**src/hdl/ahx_pkg.sv**
```systemverilog
// ----------------------------------------------------------------------------
// ahx_pkg
// Shared constants, types, microcode table and helpers for the ASCII
// decimal/hexadecimal converter.
// ----------------------------------------------------------------------------
package ahx_pkg;

    localparam int VALUE_WIDTH_DEF = 32;

    localparam logic [7:0] ASCII_ZERO    = 8'h30;
    localparam logic [7:0] ASCII_NINE    = 8'h39;
    localparam logic [7:0] ASCII_X       = 8'h78;
    localparam logic [7:0] ASCII_A       = 8'h41;
    localparam logic [7:0] ASCII_F       = 8'h46;
    localparam logic [7:0] ASCII_MINUS   = 8'h2D;
    localparam logic [7:0] HEX_ALPHA_OFS = 8'd55;

    // sequencer steps
    localparam int PC_W = 3;
    typedef logic [PC_W-1:0] pc_t;
    localparam pc_t S_IDLE    = 3'd0;
    localparam pc_t S_ROUTE   = 3'd1;
    localparam pc_t S_HEX0    = 3'd2;
    localparam pc_t S_HEX1    = 3'd3;
    localparam pc_t S_SKIP    = 3'd4;
    localparam pc_t S_EMITD   = 3'd5;
    localparam pc_t S_DD_INIT = 3'd6;
    localparam pc_t S_DD_STEP = 3'd7;

    // datapath operations
    typedef logic [2:0] op_t;
    localparam op_t OP_NONE     = 3'd0;
    localparam op_t OP_ACCEPT   = 3'd1;
    localparam op_t OP_LOAD_CNT = 3'd2;
    localparam op_t OP_SKIP     = 3'd3;
    localparam op_t OP_SHIFT    = 3'd4;
    localparam op_t OP_DD_INIT  = 3'd5;
    localparam op_t OP_DD_STEP  = 3'd6;

    // jump conditions
    typedef logic [2:0] cond_t;
    localparam cond_t C_ALWAYS    = 3'd0;
    localparam cond_t C_START     = 3'd1;
    localparam cond_t C_MODE_X    = 3'd2;
    localparam cond_t C_ZERO      = 3'd3;
    localparam cond_t C_SKIP_MORE = 3'd4;
    localparam cond_t C_CNT1      = 3'd5;

    // output character select
    typedef logic [1:0] emit_t;
    localparam emit_t EM_NONE  = 2'd0;
    localparam emit_t EM_ZERO  = 2'd1;
    localparam emit_t EM_X     = 2'd2;
    localparam emit_t EM_DIGIT = 2'd3;

    typedef struct packed {
        op_t   op;
        emit_t emit;
        cond_t cond;
        pc_t   t_true;
        pc_t   t_false;
    } ucode_t;

    typedef struct packed {
        logic seen_x;
        logic negative;
    } tok_status_t;

    function automatic ucode_t ucode_rom(input pc_t pc);
        ucode_t w;
        unique case (pc)
            S_IDLE:    w = '{op: OP_ACCEPT,   emit: EM_NONE,  cond: C_START,
                             t_true: S_ROUTE,   t_false: S_IDLE};
            S_ROUTE:   w = '{op: OP_NONE,     emit: EM_NONE,  cond: C_MODE_X,
                             t_true: S_DD_INIT, t_false: S_HEX0};
            S_HEX0:    w = '{op: OP_LOAD_CNT, emit: EM_ZERO,  cond: C_ALWAYS,
                             t_true: S_HEX1,    t_false: S_HEX1};
            S_HEX1:    w = '{op: OP_NONE,     emit: EM_X,     cond: C_ZERO,
                             t_true: S_IDLE,    t_false: S_SKIP};
            S_SKIP:    w = '{op: OP_SKIP,     emit: EM_NONE,  cond: C_SKIP_MORE,
                             t_true: S_SKIP,    t_false: S_EMITD};
            S_EMITD:   w = '{op: OP_SHIFT,    emit: EM_DIGIT, cond: C_CNT1,
                             t_true: S_IDLE,    t_false: S_EMITD};
            S_DD_INIT: w = '{op: OP_DD_INIT,  emit: EM_NONE,  cond: C_ALWAYS,
                             t_true: S_DD_STEP, t_false: S_DD_STEP};
            S_DD_STEP: w = '{op: OP_DD_STEP,  emit: EM_NONE,  cond: C_CNT1,
                             t_true: S_SKIP,    t_false: S_DD_STEP};
            default:   w = '{op: OP_NONE,     emit: EM_NONE,  cond: C_ALWAYS,
                             t_true: S_IDLE,    t_false: S_IDLE};
        endcase
        return w;
    endfunction

    function automatic logic [7:0] nib_ascii(input logic [3:0] d);
        logic [7:0] d8;
        d8 = {4'b0000, d};
        return (d > 4'd9) ? d8 + HEX_ALPHA_OFS : d8 + ASCII_ZERO;
    endfunction

    // decimal digits needed for the largest w-bit value
    function automatic int dec_digits(input int w);
        longint unsigned v;
        int n;
        v = {64{1'b1}} >> (64 - w);
        n = 0;
        while (v != 0) begin
            n++;
            v = v / 10;
        end
        return n;
    endfunction

endpackage

```
**src/hdl/ascii_dec_hex_converter_core.sv**
```systemverilog
// ----------------------------------------------------------------------------
// ascii_dec_hex_converter_core
// Converts a number token between decimal and hex ASCII text under control
// of a small microcode table.
// ----------------------------------------------------------------------------
// Characters are taken one per cycle while a token is being read. On the
// token's last character the input stalls while the result is produced: a
// decimal token turns into "0x" and its hex digits (just "0x" for a zero
// value), a hex token ("...x...") into decimal digits. Leading zero digits
// of the fixed-size digit field are skipped before the digits are sent.
// Decimal digits come from a double-dabble unit, which takes one bit of the
// value per cycle; every output character holds the sequencer until the
// output slot is free. A token starting with '-' is consumed with no result
// and without stalling the input.
// ----------------------------------------------------------------------------
module ascii_dec_hex_converter_core
    import ahx_pkg::*;
#(
    parameter int VALUE_WIDTH = VALUE_WIDTH_DEF
)
(
    input  logic       clk,
    input  logic       rst_n,
    input  logic       in_valid,
    output logic       in_stall,
    input  logic [7:0] char_in,
    input  logic       token_end,
    output logic       out_valid,
    input  logic       out_stall,
    output logic [7:0] char_out,
    output logic       last_char
);

    localparam int NIB  = (VALUE_WIDTH + 3) / 4;
    localparam int DEC  = dec_digits(VALUE_WIDTH);
    localparam int NDIG = (NIB > DEC) ? NIB : DEC;
    localparam int DW   = 4 * NDIG;
    localparam int CMAX = (VALUE_WIDTH > NDIG) ? VALUE_WIDTH : NDIG;
    localparam int CW   = $clog2(CMAX + 1);

    pc_t                    pc_reg, pc_next;
    logic                   mode_x_reg, mode_x_next;
    logic [VALUE_WIDTH-1:0] sh_reg, sh_next;
    logic [DW-1:0]          dig_reg, dig_next;
    logic [CW-1:0]          cnt_reg, cnt_next;
    logic                   out_valid_reg;
    logic [7:0]             char_reg, char_next;
    logic                   last_reg, last_next;

    logic [VALUE_WIDTH-1:0] hex_value;
    logic [VALUE_WIDTH-1:0] dec_value;
    tok_status_t            st;

    ucode_t        uw;
    logic          accept;
    logic          slot_free;
    logic          advance;
    logic          take;
    logic [3:0]    top_nib;
    logic          dig_zero;
    logic          cnt_one;
    logic          skip_more;
    logic [DW-1:0] adj;

    assign in_stall = (pc_reg != S_IDLE);
    assign accept   = in_valid && !in_stall;

    ahx_accum #(
        .VALUE_WIDTH (VALUE_WIDTH)
    ) u_accum (
        .clk       (clk),
        .rst_n     (rst_n),
        .accept    (accept),
        .char_in   (char_in),
        .token_end (token_end),
        .hex_value (hex_value),
        .dec_value (dec_value),
        .status    (st)
    );

    assign uw        = ucode_rom(pc_reg);
    assign slot_free = !out_valid_reg || !out_stall;
    assign advance   = (uw.emit == EM_NONE) || slot_free;
    assign top_nib   = dig_reg[DW-1 -: 4];
    assign dig_zero  = (dig_reg == '0);
    assign cnt_one   = (cnt_reg == CW'(1));
    assign skip_more = (top_nib == 4'd0) && !cnt_one;

    // add-3 correction on every BCD digit before the shift
    always_comb
    begin
        for (int i = 0; i < NDIG; i++)
        begin
            adj[4*i +: 4] = (dig_reg[4*i +: 4] >= 4'd5) ? dig_reg[4*i +: 4] + 4'd3
                                                        : dig_reg[4*i +: 4];
        end
    end

    always_comb
    begin
        unique case (uw.cond)
            C_ALWAYS:    take = 1'b1;
            C_START:     take = accept && token_end && !st.negative;
            C_MODE_X:    take = mode_x_reg;
            C_ZERO:      take = dig_zero;
            C_SKIP_MORE: take = skip_more;
            C_CNT1:      take = cnt_one;
            default:     take = 1'b1;
        endcase
        pc_next = advance ? (take ? uw.t_true : uw.t_false) : pc_reg;
    end

    always_comb
    begin
        unique case (uw.emit)
            EM_ZERO:
            begin
                char_next = ASCII_ZERO;
                last_next = 1'b0;
            end
            EM_X:
            begin
                char_next = ASCII_X;
                last_next = dig_zero;
            end
            EM_DIGIT:
            begin
                char_next = nib_ascii(top_nib);
                last_next = cnt_one;
            end
            default:
            begin
                char_next = char_reg;
                last_next = last_reg;
            end
        endcase
    end

    always_comb
    begin
        mode_x_next = mode_x_reg;
        sh_next     = sh_reg;
        dig_next    = dig_reg;
        cnt_next    = cnt_reg;
        if (advance)
        begin
            unique case (uw.op)
                OP_NONE: ;
                OP_ACCEPT:
                begin
                    if (accept && token_end)
                    begin
                        sh_next     = hex_value;
                        dig_next    = DW'(dec_value);
                        mode_x_next = st.seen_x;
                    end
                end
                OP_LOAD_CNT:
                    cnt_next = CW'(NDIG);
                OP_SKIP:
                begin
                    if (skip_more)
                    begin
                        dig_next = dig_reg << 4;
                        cnt_next = cnt_reg - CW'(1);
                    end
                end
                OP_SHIFT:
                begin
                    dig_next = dig_reg << 4;
                    cnt_next = cnt_reg - CW'(1);
                end
                OP_DD_INIT:
                begin
                    dig_next = '0;
                    cnt_next = CW'(VALUE_WIDTH);
                end
                OP_DD_STEP:
                begin
                    dig_next = {adj[DW-2:0], sh_reg[VALUE_WIDTH-1]};
                    sh_next  = sh_reg << 1;
                    // last bit: reload the count for the digit scan
                    cnt_next = cnt_one ? CW'(NDIG) : cnt_reg - CW'(1);
                end
                default: ;
            endcase
        end
    end

    always_ff @(posedge clk or negedge rst_n)
    begin
        if (!rst_n)
        begin
            pc_reg        <= S_IDLE;
            mode_x_reg    <= 1'b0;
            cnt_reg       <= '0;
            out_valid_reg <= 1'b0;
        end
        else
        begin
            pc_reg     <= pc_next;
            mode_x_reg <= mode_x_next;
            cnt_reg    <= cnt_next;
            if (advance && (uw.emit != EM_NONE))
                out_valid_reg <= 1'b1;
            else if (!out_stall)
                out_valid_reg <= 1'b0;
        end
    end

    always_ff @(posedge clk)
    begin
        sh_reg  <= sh_next;
        dig_reg <= dig_next;
        // the output item holds until the slot frees up
        if (advance && (uw.emit != EM_NONE))
        begin
            char_reg <= char_next;
            last_reg <= last_next;
        end
    end

    assign out_valid = out_valid_reg;
    assign char_out  = char_reg;
    assign last_char = last_reg;

    a_cnt_live: assert property (@(posedge clk) disable iff (!rst_n)
        (pc_reg == S_SKIP || pc_reg == S_EMITD) |-> (cnt_reg != '0))
        else $error("digit count is zero during digit scan");

    a_bcd_digit: assert property (@(posedge clk) disable iff (!rst_n)
        (pc_reg == S_EMITD && mode_x_reg) |-> (top_nib <= 4'd9))
        else $error("decimal digit out of range");

    a_emit_source: assert property (@(posedge clk) disable iff (!rst_n)
        $rose(out_valid_reg) |-> ($past(pc_reg) != S_IDLE))
        else $error("output item raised from the idle step");

endmodule

```
**src/hdl/ahx_accum.sv**
```systemverilog
// ----------------------------------------------------------------------------
// ahx_accum
// Per-character token state: hex value after the first 'x', leading decimal
// digits, and token flags. Presents the values updated by the current char.
// ----------------------------------------------------------------------------
module ahx_accum
    import ahx_pkg::*;
#(
    parameter int VALUE_WIDTH = VALUE_WIDTH_DEF
)
(
    input  logic                   clk,
    input  logic                   rst_n,
    input  logic                   accept,
    input  logic [7:0]             char_in,
    input  logic                   token_end,
    output logic [VALUE_WIDTH-1:0] hex_value,
    output logic [VALUE_WIDTH-1:0] dec_value,
    output tok_status_t            status
);

    logic [VALUE_WIDTH-1:0] hex_reg, hex_next;
    logic [VALUE_WIDTH-1:0] dec_reg, dec_next;
    logic seen_x_reg, seen_x_next;
    logic stopped_reg, stopped_next;
    logic start_reg;
    logic neg_reg, neg_next;

    logic [VALUE_WIDTH-1:0] c_w;
    logic [VALUE_WIDTH-1:0] hex_digit;
    logic                   is_alpha;
    logic                   is_dig;

    always_comb
    begin
        c_w       = VALUE_WIDTH'(char_in);
        is_alpha  = (char_in >= ASCII_A) && (char_in <= ASCII_F);
        is_dig    = (char_in >= ASCII_ZERO) && (char_in <= ASCII_NINE);
        // below '0' this wraps, as the digit value is taken modulo 2^W
        hex_digit = is_alpha ? c_w - VALUE_WIDTH'(HEX_ALPHA_OFS)
                             : c_w - VALUE_WIDTH'(ASCII_ZERO);

        hex_next     = seen_x_reg ? (hex_reg << 4) + hex_digit : hex_reg;
        seen_x_next  = seen_x_reg | (char_in == ASCII_X);
        dec_next     = (!stopped_reg && is_dig)
                     ? (dec_reg << 3) + (dec_reg << 1) + (c_w - VALUE_WIDTH'(ASCII_ZERO))
                     : dec_reg;
        stopped_next = stopped_reg | !is_dig;
        neg_next     = neg_reg | (start_reg && (char_in == ASCII_MINUS));
    end

    always_ff @(posedge clk or negedge rst_n)
    begin
        if (!rst_n)
        begin
            hex_reg     <= '0;
            dec_reg     <= '0;
            seen_x_reg  <= 1'b0;
            stopped_reg <= 1'b0;
            start_reg   <= 1'b1;
            neg_reg     <= 1'b0;
        end
        else if (accept)
        begin
            if (token_end)
            begin
                hex_reg     <= '0;
                dec_reg     <= '0;
                seen_x_reg  <= 1'b0;
                stopped_reg <= 1'b0;
                start_reg   <= 1'b1;
                neg_reg     <= 1'b0;
            end
            else
            begin
                hex_reg     <= hex_next;
                dec_reg     <= dec_next;
                seen_x_reg  <= seen_x_next;
                stopped_reg <= stopped_next;
                start_reg   <= 1'b0;
                neg_reg     <= neg_next;
            end
        end
    end

    assign hex_value = hex_next;
    assign dec_value = dec_next;
    assign status    = '{seen_x: seen_x_next, negative: neg_next};

endmodule

```
**config.mk**
```make
export PLATFORM = sky130hd
export DESIGN_NAME = ascii_dec_hex_converter_core
export DESIGN_NICKNAME = d
export VERILOG_FILES = /design/src/hdl/ahx_pkg.sv /design/src/hdl/ascii_dec_hex_converter_core.sv /design/src/hdl/ahx_accum.sv
export SDC_FILE = /design/constraint.sdc
export NUM_CORES = 1
export LEC_CHECK = 0
export ABC_AREA = 1
export CAP_MARGIN = 20
export CORE_MARGIN = 5
export CORE_UTILIZATION = 51
export CTS_BUF_LIST = sky130_fd_sc_hd__clkbuf_4
export DETAILED_ROUTE_END_ITERATION = 6
export DONT_BUFFER_PORTS = 1
export GPL_TIMING_DRIVEN = 1
export PLACE_DENSITY = 0.66
export SYNTH_ARGS = -nofsm -noshare
export SYNTH_HDL_FRONTEND = slang
export SYNTH_SLANG_ARGS = --single-unit
```
**constraint.sdc**
```tcl
create_clock -name clk -period 4.7 [get_ports clk]
set_input_delay 0.235 -clock clk [delete_from_list [all_inputs] [get_ports clk]]
set_output_delay 0.235 -clock clk [all_outputs]
set_load 0.01 [all_outputs]
```
Word-level counts from Yosys, hierarchy flattened
Memory sizes are Yosys's and may differ from the RTL's. Index checks and enable logic that the tools add are counted.

Flip-flop bits (word level): 160. Bits in read-only memories: 112. Input bits: 13. Memories kept: 1.

Memories: (no name shown) (words 8, width 14, read ports 1, clocked after Yosys merged registers in 0, wr ports 0, line ahx_pkg.sv:71) `unique case (pc)`.

Magnitude comparators: 15. Reduce and logical (&&, ||, !) cells: 32. Multiplexer cells: 34. Bitwise logic cells: 3. Equal/unequal tests: 20. Add/sub/neg operators: 18.

Operators by type and width (number): $pmux W40 S5 (1); $mux W32 (6); $add A32 B32 Y32 (3); $mux W40 (2); $pmux W32 S2 (1); $ge A4 B3 Y1 const B (10); $logic_not A40 Y1 (1); $add A4 B2 Y4 const B (9); $mux W4 (9); $pmux W6 S5 (1); $pmux W8 S3 (1); $sub A8 B6 Y9 const B (2); $eq A3 B3 Y1 const B (5); $add A4 B6 Y7 const B (2); $eq A3 B2 Y1 const B (4); $mux W6 (2); $reduce_bool A5 Y1 (2); $logic_and A1 B1 Y1 (9); $reduce_and A3 Y1 (3); $eq A8 B6 Y1 const B (1); $eq A8 B7 Y1 const B (1); $ge A8 B6 Y1 const B (1); $ge A8 B7 Y1 const B (1); $le A8 B6 Y1 const B (1); other kinds (24) (44).

Logic depth before layout (Yosys ltp)
Gate-level depths: netlist (run 1).

Depth after elaboration: 7. Mapped depth: 24.

Modules after synthesis
Synthesis (run 1) repeated with hierarchy kept, for this count alone.

Cell total of the unflattened synthesis: 2123. Area total of the unflattened synthesis: 14605.3 um^2.

Modules (own cells, without submodules): ahx_accum (area each 8785.9 um^2, cells an instance 1444, seq. area each 1702.9 um^2, times used 1); ascii_dec_hex_converter_core (area each 5819.3 um^2, cells an instance 679, seq. area each 2677.6 um^2, times used 1).

Worst setup path after synthesis (run 1)
OpenSTA, ideal clock, no wires.

Kind: reg-to-reg. From: register pc_reg[0]. To: register dig_reg[0] (enable). Period minus slack after synthesis: 4101 ps. Path slack: 599 ps. Path buffers: 2. Data arrival time: 3651 ps. Data required time: 4249 ps. Stages on the path, launching flop included: 10. Cell sequence: dfrtp_1 > inv_1 > ha_1 > a21oi_2 > nand3_2 > nand2_1 > nor2_2 > buf_6 > buf_6 > a21oi_1.

Cells in the longest elaborated chain, start to end: 6.

RTL lines: start, declared (line ascii_dec_hex_converter_core.sv:41) `pc_t pc_reg, pc_next;`; start signal, assigned (line ascii_dec_hex_converter_core.sv:201) `pc_reg <= pc_next;`; parallel branches: the longest is 5 deep, another holds $mem_v2 Z8 W14; $reduce_and A4 Y1 (no line) *; end signal, assigned (line ascii_dec_hex_converter_core.sv:214) `dig_reg <= dig_next;`; end, declared (line ascii_dec_hex_converter_core.sv:44) `logic [DW-1:0] dig_reg, dig_next;`.

Mark *: on every way between the ends. A chain may end at the register's enable or synchronous reset.

Worst setup path in the final report (run 1)
From: input port char_in[0]. To: register sh_reg[12], data pin.

Cells in the longest elaborated chain, start to end: 7.

RTL lines: start, declared (line ascii_dec_hex_converter_core.sv:26) `input logic [7:0] char_in,`; $ge A8 B7 Y1 or $le A8 B7 Y1 (tied branches) (line ahx_accum.sv:37) `is_alpha = (char_in >= ASCII_A) && (char_in <= ASCII_F);`; $logic_and A1 B1 Y1 (line ahx_accum.sv:37); $mux W32 * (line ahx_accum.sv:40) `hex_digit = is_alpha ? c_w - VALUE_WIDTH'(HEX_ALPHA_OFS)`; $add A32 B32 Y32 * (line ahx_accum.sv:43) `hex_next = seen_x_reg ? (hex_reg << 4) + hex_digit : hex_reg;`; $mux W32 * (line ahx_accum.sv:43); $mux W32 * (line ascii_dec_hex_converter_core.sv:151) `if (accept && token_end)`; $pmux W32 S2 * (line ascii_dec_hex_converter_core.sv:147) `unique case (uw.op)`; end signal, assigned (line ascii_dec_hex_converter_core.sv:213) `sh_reg <= sh_next;`; end, declared (line ascii_dec_hex_converter_core.sv:43) `logic [VALUE_WIDTH-1:0] sh_reg, sh_next;`.

Every way passes the cells marked *; elsewhere a longest branch is shown, timed or not. The select of a mux whose other input is x is not followed.

==> results of run 1 <==
-- layout make-up --
cell class	count	area share
Clock buffer	17	0.00874
Clock inverter	15	0.0119
Antenna cell	2	0.000343
Multi-Input combinational cell	1490	0.559
Timing Repair Buffer	19	0.0122
Tap cell	341	0.0292
Inverter	306	0.0789
Sequential cell	159	0.300
-- how the worst max path moves through the flow --
stage | from | end | slack (ps) | cells past startpoint
4_1_cts | char_in[0] | sh_reg[12]$_DFFE_PP_ | 1190 | 24
5_1_grt | char_in[0] | sh_reg[12]$_DFFE_PP_ | 860 | 24
3_3_place_gp | char_in[4] | dig_reg[28]$_DFFE_PP_ | 1230 | 15
2_1_floorplan | pc_reg[0]$_DFFE_PN0P_ | dig_reg[0]$_DFFE_PP_ | 600 | 9
3_5_place_dp | char_in[4] | dig_reg[28]$_DFFE_PP_ | 1210 | 15
6_report | char_in[0] | sh_reg[12]$_DFFE_PP_ | 1120 | 24
-- per-stage QoR --
step | power (mW) | hold WS, ps | setup WS (ps) | util | area [µm²]
2_1_floorplan | 5.38 | -60.6 | 599 | - | 13900
3_3_place_gp | 6.26 | -51.8 | 1230 | 0.528 | 14200
3_5_place_dp | 6.33 | -51.7 | 1210 | 0.528 | 14200
4_1_cts | 7.27 | 4.27 | 1190 | 0.543 | 14600
5_1_grt | 7.95 | -3.45 | 861 | 0.543 | 14600
6_report | 7.28 | 46.4 | 1120 | 0.543 | 14600
-- critical path, delay by kind of cell --
| family | cells | cell delay [ps] |
|---|---|---|
| buf+inv | 8 | 1200 |
| simple gates | 9 | 1080 |
| fa+ha+maj | 3 | 820 |
| compound gates | 3 | 470 |
| xor+xnor | 1 | 160 |
-- cells by family after synthesis --
family / count (synthesis) / synth area share
simple gates: 1017 / 0.305
other cells: 1 / 0.000270
buf+inv: 353 / 0.100
flops: 159 / 0.315
compound gates: 308 / 0.123
mux: 1 / 0.000721
xor+xnor: 29 / 0.0183
fa+ha+maj: 134 / 0.137
-- power by group through the flow --
stage | logic (mW) | registers (mW) | clock network (mW)
floorplan | 2.96 | 2.42 | 0
global placement | 3.76 | 2.50 | 0
detailed placement | 3.82 | 2.51 | 0
CTS | 3.87 | 2.48 | 0.925
global route | 4.44 | 2.53 | 0.979
finish | 3.89 | 2.48 | 0.903
-- layer usage --
metal | vias up | track usage
li1 | 6446 | -
met1 | 5937 | 0.356
met2 | 423 | 0.377
met3 | 37 | 0.0433
met4 | 0 | 0.0651
met5 | - | 0
-- cells in the final DEF (no fill, tap or decap), types with 17 or more instances in the layout --
cell | synthesis | final
nand2_1 | 631 | 631
inv_1 | 299 | 299
nand3_1 | 168 | 167
nor2_1 | 142 | 140
o21ai_0 | 124 | 124
ha_1 | 104 | 104
a21oi_1 | 88 | 86
edfxtp_1 | 80 | 80
dfrtp_1 | 78 | 78
fa_1 | 30 | 30
o22ai_1 | 26 | 26
or2_2 | 25 | 25
xor2_1 | 22 | 22
nand4_1 | 20 | 20
o21bai_1 | 19 | 19
clkbuf_4 | 0 | 17
==> impl_metrics.ini, run 1 <==
[timing]
setup_tns_ps = 0
relSlewSlack = 0.317
skew_ps = 34.9
worst_slew_pin_slew_ps = 1020
fin_crit_sh = 0.762
rsz0062_at_grt = false
fin_crit_ps = 3580
fmax_mhz = 279
slew_violations = 0
setup_viol = 0
hold_viol_final = 0

[floorplan]
core_mm2 = 0.0269
io_pins = 24
rows = 60
start_util = 0.517
die_x_um = 175
dieArea_mm2 = 0.0306
die_h_um = 175

[grt]
grt_pass1_vias = 12200
grt_max_degree = 80
antenna_found_initial = 2
grt_pass1_wl_um = 61400
grt-ovfl-total = 0
grt_use_total = 0.245

[drt]
drt_wl_total_um = 37000
ant_nets = 0
met2_length_um = 16100
vias = 12800
drt-pass1-iter-count = 6
wl_met3_um = 2400
drt_iter0_markers = 1058
met1_length_um = 17900
via_per_inst = 5.47
routed.top_layer = met4
drcViolationCount = 0
wl_per_cell_um = 15.7

[cells_and_area]
instances_no_fill = 2349
fillerInstances = 2675
nets = 2140
largest_reg_flops = 40
drive_gt1_frac = 0.0464
synthToLayoutAreaGrowth_pct = 5.08
multiInputGateArea_mm2 = 0.00815
regArea_mm2 = 0.00438

[setup_path]
critPathMostFrequentCell = inv_1
cp-end-kind = flip-flop
cp_max_fo = 6
r2r_cells = 7
r2r_start = pc_reg[0]$_DFFE_PN0P_
cp_cell_sequence = dlygate4sd3_1 -> inv_1 -> ha_1 -> nand2_1 -> inv_1 -> a21oi_1 -> nand2_1 -> inv_1 -> nand2_1 -> xor2_1 -> inv_1 -> ha_1 -> inv_1 -> fa_1 -> inv_1 -> nand3_1 -> nand3_1 -> nand2_1 -> nand2_1 -> inv_1 -> or2_2 -> nand3_1 -> o21ai_0 -> o21ai_0
worstSetupStartpointType = input pin
critPathSlowestCell = dlygate4sd3_1
crit_type = input pin to flip-flop
rrSetupSlack_ps = 1340
arrival_ps = 3990
slowest_delay_ps = 600
rr_endpoint = dig_reg[6]$_DFFE_PP_
crit_required_ps = 5110

[cts]
cts.sinks = 159
clk-insertion-delay-late_ps = 580
htreeDepth = 4
cts.repair.resized = 0
postCtsSetupBuffers = 0
cts_buffers = 17
cts.path.max_buffers = 2
clk_pin_slew_ps = 140
hold_buffers = 7
root_buffer = clkbuf_4
cts_tree = yes

[yosys]
async_flop_share = 0.497
synth_fp_nets = 2149
synth_seq_cells = 159
yosysUniqueCellTypes = 50
syn-cell-area_mm2 = 0.0139
netlist.area_leader.share = 0.173
netlist_top_cells_count = nand2_1, inv_1, nand3_1
yosysMostFrequentCell = nand2_1
ys_seq_area_frac = 0.315
synth_edf_count = 80
synth.area.top_cells = edfxtp_1, nand2_1, dfrtp_1
syn_area_per_cell_um2 = 6.94
synth_largest_area_cell = edfxtp_1
synth_ff_type = edfxtp_1
synth-warning-count = 0
netlist_instances = 2002

[pwr]
p_seq_frac = 0.341
p_sw_frac = 0.494
p_comb_frac = 0.535
clockPowerShare = 0.124
net-switching-power_mw = 3.59
p_int_mw = 3.68
p_leak_nw = 7.64
peakVddDrop_mv = 0.333
power.density_mw_per_mm2 = 498

[min_path]
min_to = char_out[5]$_SDFFCE_PN1P_
holdCritStartpoint = out_stall
hold_class = input pin to flip-flop
hold_depth = 1

[status]
status = complete, no violations

[placed_design]
dp.cells = 2308
gp_congestion = 0.978
hpwlAfterDp_um = 27800
port_buffers = 0

[run]
cap_violations = 0
Power figures use the tool's default switching activity.
==> inputs of run 2 (changes only) <==
ABC_AREA = 0   (was 1)
clock period = 3.62 ns   (was 4.7 ns; I/O delays follow)
==> run 2 against run 1 <==
Effect of this change:
- clock skew increased by 7.0 ps
- clock power increased by 28%
- critical path depth decreased by 10
- wire length decreased by 7.6%
==> impl_metrics.ini, run 2 <==
[floorplan]
die_x_um = 169
die_h_um = 169
rows = 58
dieArea_mm2 = 0.0285
start_util = 0.515
core_mm2 = 0.0250
io_pins = 24

[yosys]
synth_seq_cells = 159
synth_ff_type = edfxtp_1
synth_edf_count = 80
yosysMostFrequentCell = nand2_1
netlist.area_leader.share = 0.187
synth_largest_area_cell = edfxtp_1
synth-warning-count = 0
netlist_top_cells_count = nand2_1, a21oi_1, o21ai_0
syn-cell-area_mm2 = 0.0128
synth.area.top_cells = edfxtp_1, dfrtp_1, ha_1
ys_seq_area_frac = 0.341
async_flop_share = 0.497
syn_area_per_cell_um2 = 8.83
netlist_instances = 1454
synth_fp_nets = 1601
yosysUniqueCellTypes = 82

[grt]
grt_max_degree = 80
grt-ovfl-total = 0
antenna_found_initial = 1
grt_pass1_wl_um = 56000
grt_pass1_vias = 10700
grt_use_total = 0.241

[placed_design]
gp_congestion = 0.929
port_buffers = 0
hpwlAfterDp_um = 24100

[setup_path]
arrival_ps = 3940
cp_cell_sequence = inv_2 -> fa_1 -> inv_2 -> ha_4 -> nor2b_4 -> o21a_1 -> a21bo_4 -> a221oi_4 -> o41ai_4 -> buf_4 -> a311o_1 -> nand3_2 -> a21oi_2 -> a221o_1
cp-end-kind = flip-flop
crit_required_ps = 3960
cp_max_fo = 4
crit_type = flip-flop to flip-flop
slowest_delay_ps = 560
worstSetupStartpointType = flip-flop
critPathSlowestCell = fa_1
critPathMostFrequentCell = inv_2

[cts]
cts_tree = yes
clk-insertion-delay-late_ps = 600
cts.sinks = 159
htreeDepth = 4
cts_buffers = 17
clk_pin_slew_ps = 160
cts.path.max_buffers = 2
root_buffer = clkbuf_4

[cells_and_area]
drive_gt1_frac = 0.119
fillerInstances = 2290
nets = 1632
final_common_cell = nand2_1
largest_reg_flops = 40
final_cell_mix = nand2_1, a21oi_1, o21ai_0, ha_1
synthToLayoutAreaGrowth_pct = 11.5
post-route-util = 0.574

[run]
cap_violations = 0

[drt]
wl_per_cell_um = 18.7
via_per_inst = 6.02
drt_iter0_markers = 823
drcViolationCount = 0
drt_wl_total_um = 34100
drt-pass1-iter-count = 7
vias = 11000
ant_nets = 0

[timing]
fin_crit_sh = 0.995
rsz0062_at_grt = true
fin_crit_ps = 3600
hold_viol_final = 0
setup_viol = 0
worst_slew_pin_slew_ps = 846
hold-worst-slack_ps = 76.4
relSlewSlack = 0.436
fmax_mhz = 278
slew_violations = 0
skew_ps = 41.9

[pwr]
power.density_mw_per_mm2 = 726
peakVddDrop_mv = 0.593
p_leak_nw = 6.09

[min_path]
hold_class = input pin to flip-flop

[status]
status = complete, no violations
-- run 2: cell count changes in the layout (fill, tap and decap cells not counted), sizes merged, moves of 30 or more --
| cell | change |
|---|---|
| buf | +62 |
| nor2 | -68 |
| a21o | +30 |
| nand2 | -446 |
| inv | -241 |
| nand3 | -147 |
| a21oi | +57 |
| xnor2 | +33 |
-- run 2: cells by family (layout without fill, tap and decap cells) --
group	Yosys count	count (layout)	share of synthesized area
AO/OA/AOI/OAI	486	486	0.237
XOR/XNOR	69	69	0.0470
adder cells (fa/ha/maj)	134	134	0.148
buffers and inverters	143	187	0.0435
flip-flops	159	159	0.341
multiplexers	21	21	0.0167
other	1	2	0.000292
AND/OR/NAND/NOR	441	441	0.167
-- run 2: per-stage QoR --
stage / setup slack (ps) / cell area [µm²] / power [mW] / setup TNS [ps] / cells
2_1_floorplan: -620 / 13000 / 7.43 / -19140 / 1454
3_3_place_gp: -27.0 / 13700 / 9.01 / -48.0 / 1772
3_5_place_dp: -208 / 13700 / 9.13 / -673 / 1772
4_1_cts: 9.00 / 14200 / 10.4 / 0 / 1820
5_1_grt: -102 / 14300 / 11.2 / -132 / 1829
6_report: 18.8 / 14300 / 10.4 / 0 / 1829
-- run 2: cell type report --
class	instances	area, µm²	share of cell area
repair buffers	89	793	0.0554
flip-flops and latches	159	4380	0.306
clock buffers	18	135	0.00944
multi-input cells	1152	8190	0.572
diodes	1	2.50	0.000175
well taps	330	413	0.0288
inverters	66	248	0.0173
clock inverters	14	158	0.0110
-- run 2: report_power, final --
| group | switching (mW) | total, mW | internal, mW |
|---|---|---|---|
| combinational | 3.48 | 5.71 | 2.24 |
| clock | 0.727 | 1.16 | 0.431 |
| sequential | 0.525 | 3.53 | 3.01 |
| total | 4.73 | 10.4 | 5.67 |
-- run 2: timing repair --
item | in CTS | in global routing
setup buffers | 0 | 8
resized for setup | 3 | 19
pin swaps | 1 | 16
hold buffers | 16 | 0
endpoints found under the hold margin | 150 | 0
endpoints found under the setup margin | 3 | 20
-- run 2: path summary, 6_finish.rpt --
kind                       cells after the start  slack (ps)                      startpoint                               to
setup / recovery                              14          20  u_accum.dec_reg[1]$_DFFE_PN0P_            dig_reg[22]$_DFFE_PP_
hold / removal                                 3          80                       token_end  u_accum.hex_reg[29]$_DFFE_PN0P_
setup reg to reg                              14          20  u_accum.dec_reg[1]$_DFFE_PN0P_            dig_reg[22]$_DFFE_PP_
hold reg to reg                                2         470   u_accum.start_reg$_DFFE_PN1P_    u_accum.start_reg$_DFFE_PN1P_
max in group asynchronous                      2        3010                           rst_n   u_accum.seen_x_reg$_DFFE_PN0P_
min in group asynchronous                      2         180                           rst_n  u_accum.hex_reg[10]$_DFFE_PN0P_
-- run 2: worst max-delay path: cells and delay by family, from the launching register on --
family	cells	cell delay, ps
buf+inv	3	310
compound gates	7	1620
fa+ha+maj	2	770
simple gates	2	210
flops	1	450
-- run 2: metal layers --
metal | track usage | up-vias | wire, µm
li1 | - | 5351 | -
met1 | 0.339 | 5341 | 15900
met2 | 0.391 | 272 | 16000
met3 | 0.0343 | 48 | 1680
met4 | 0.0660 | 0 | 607
met5 | 0 | - | 0
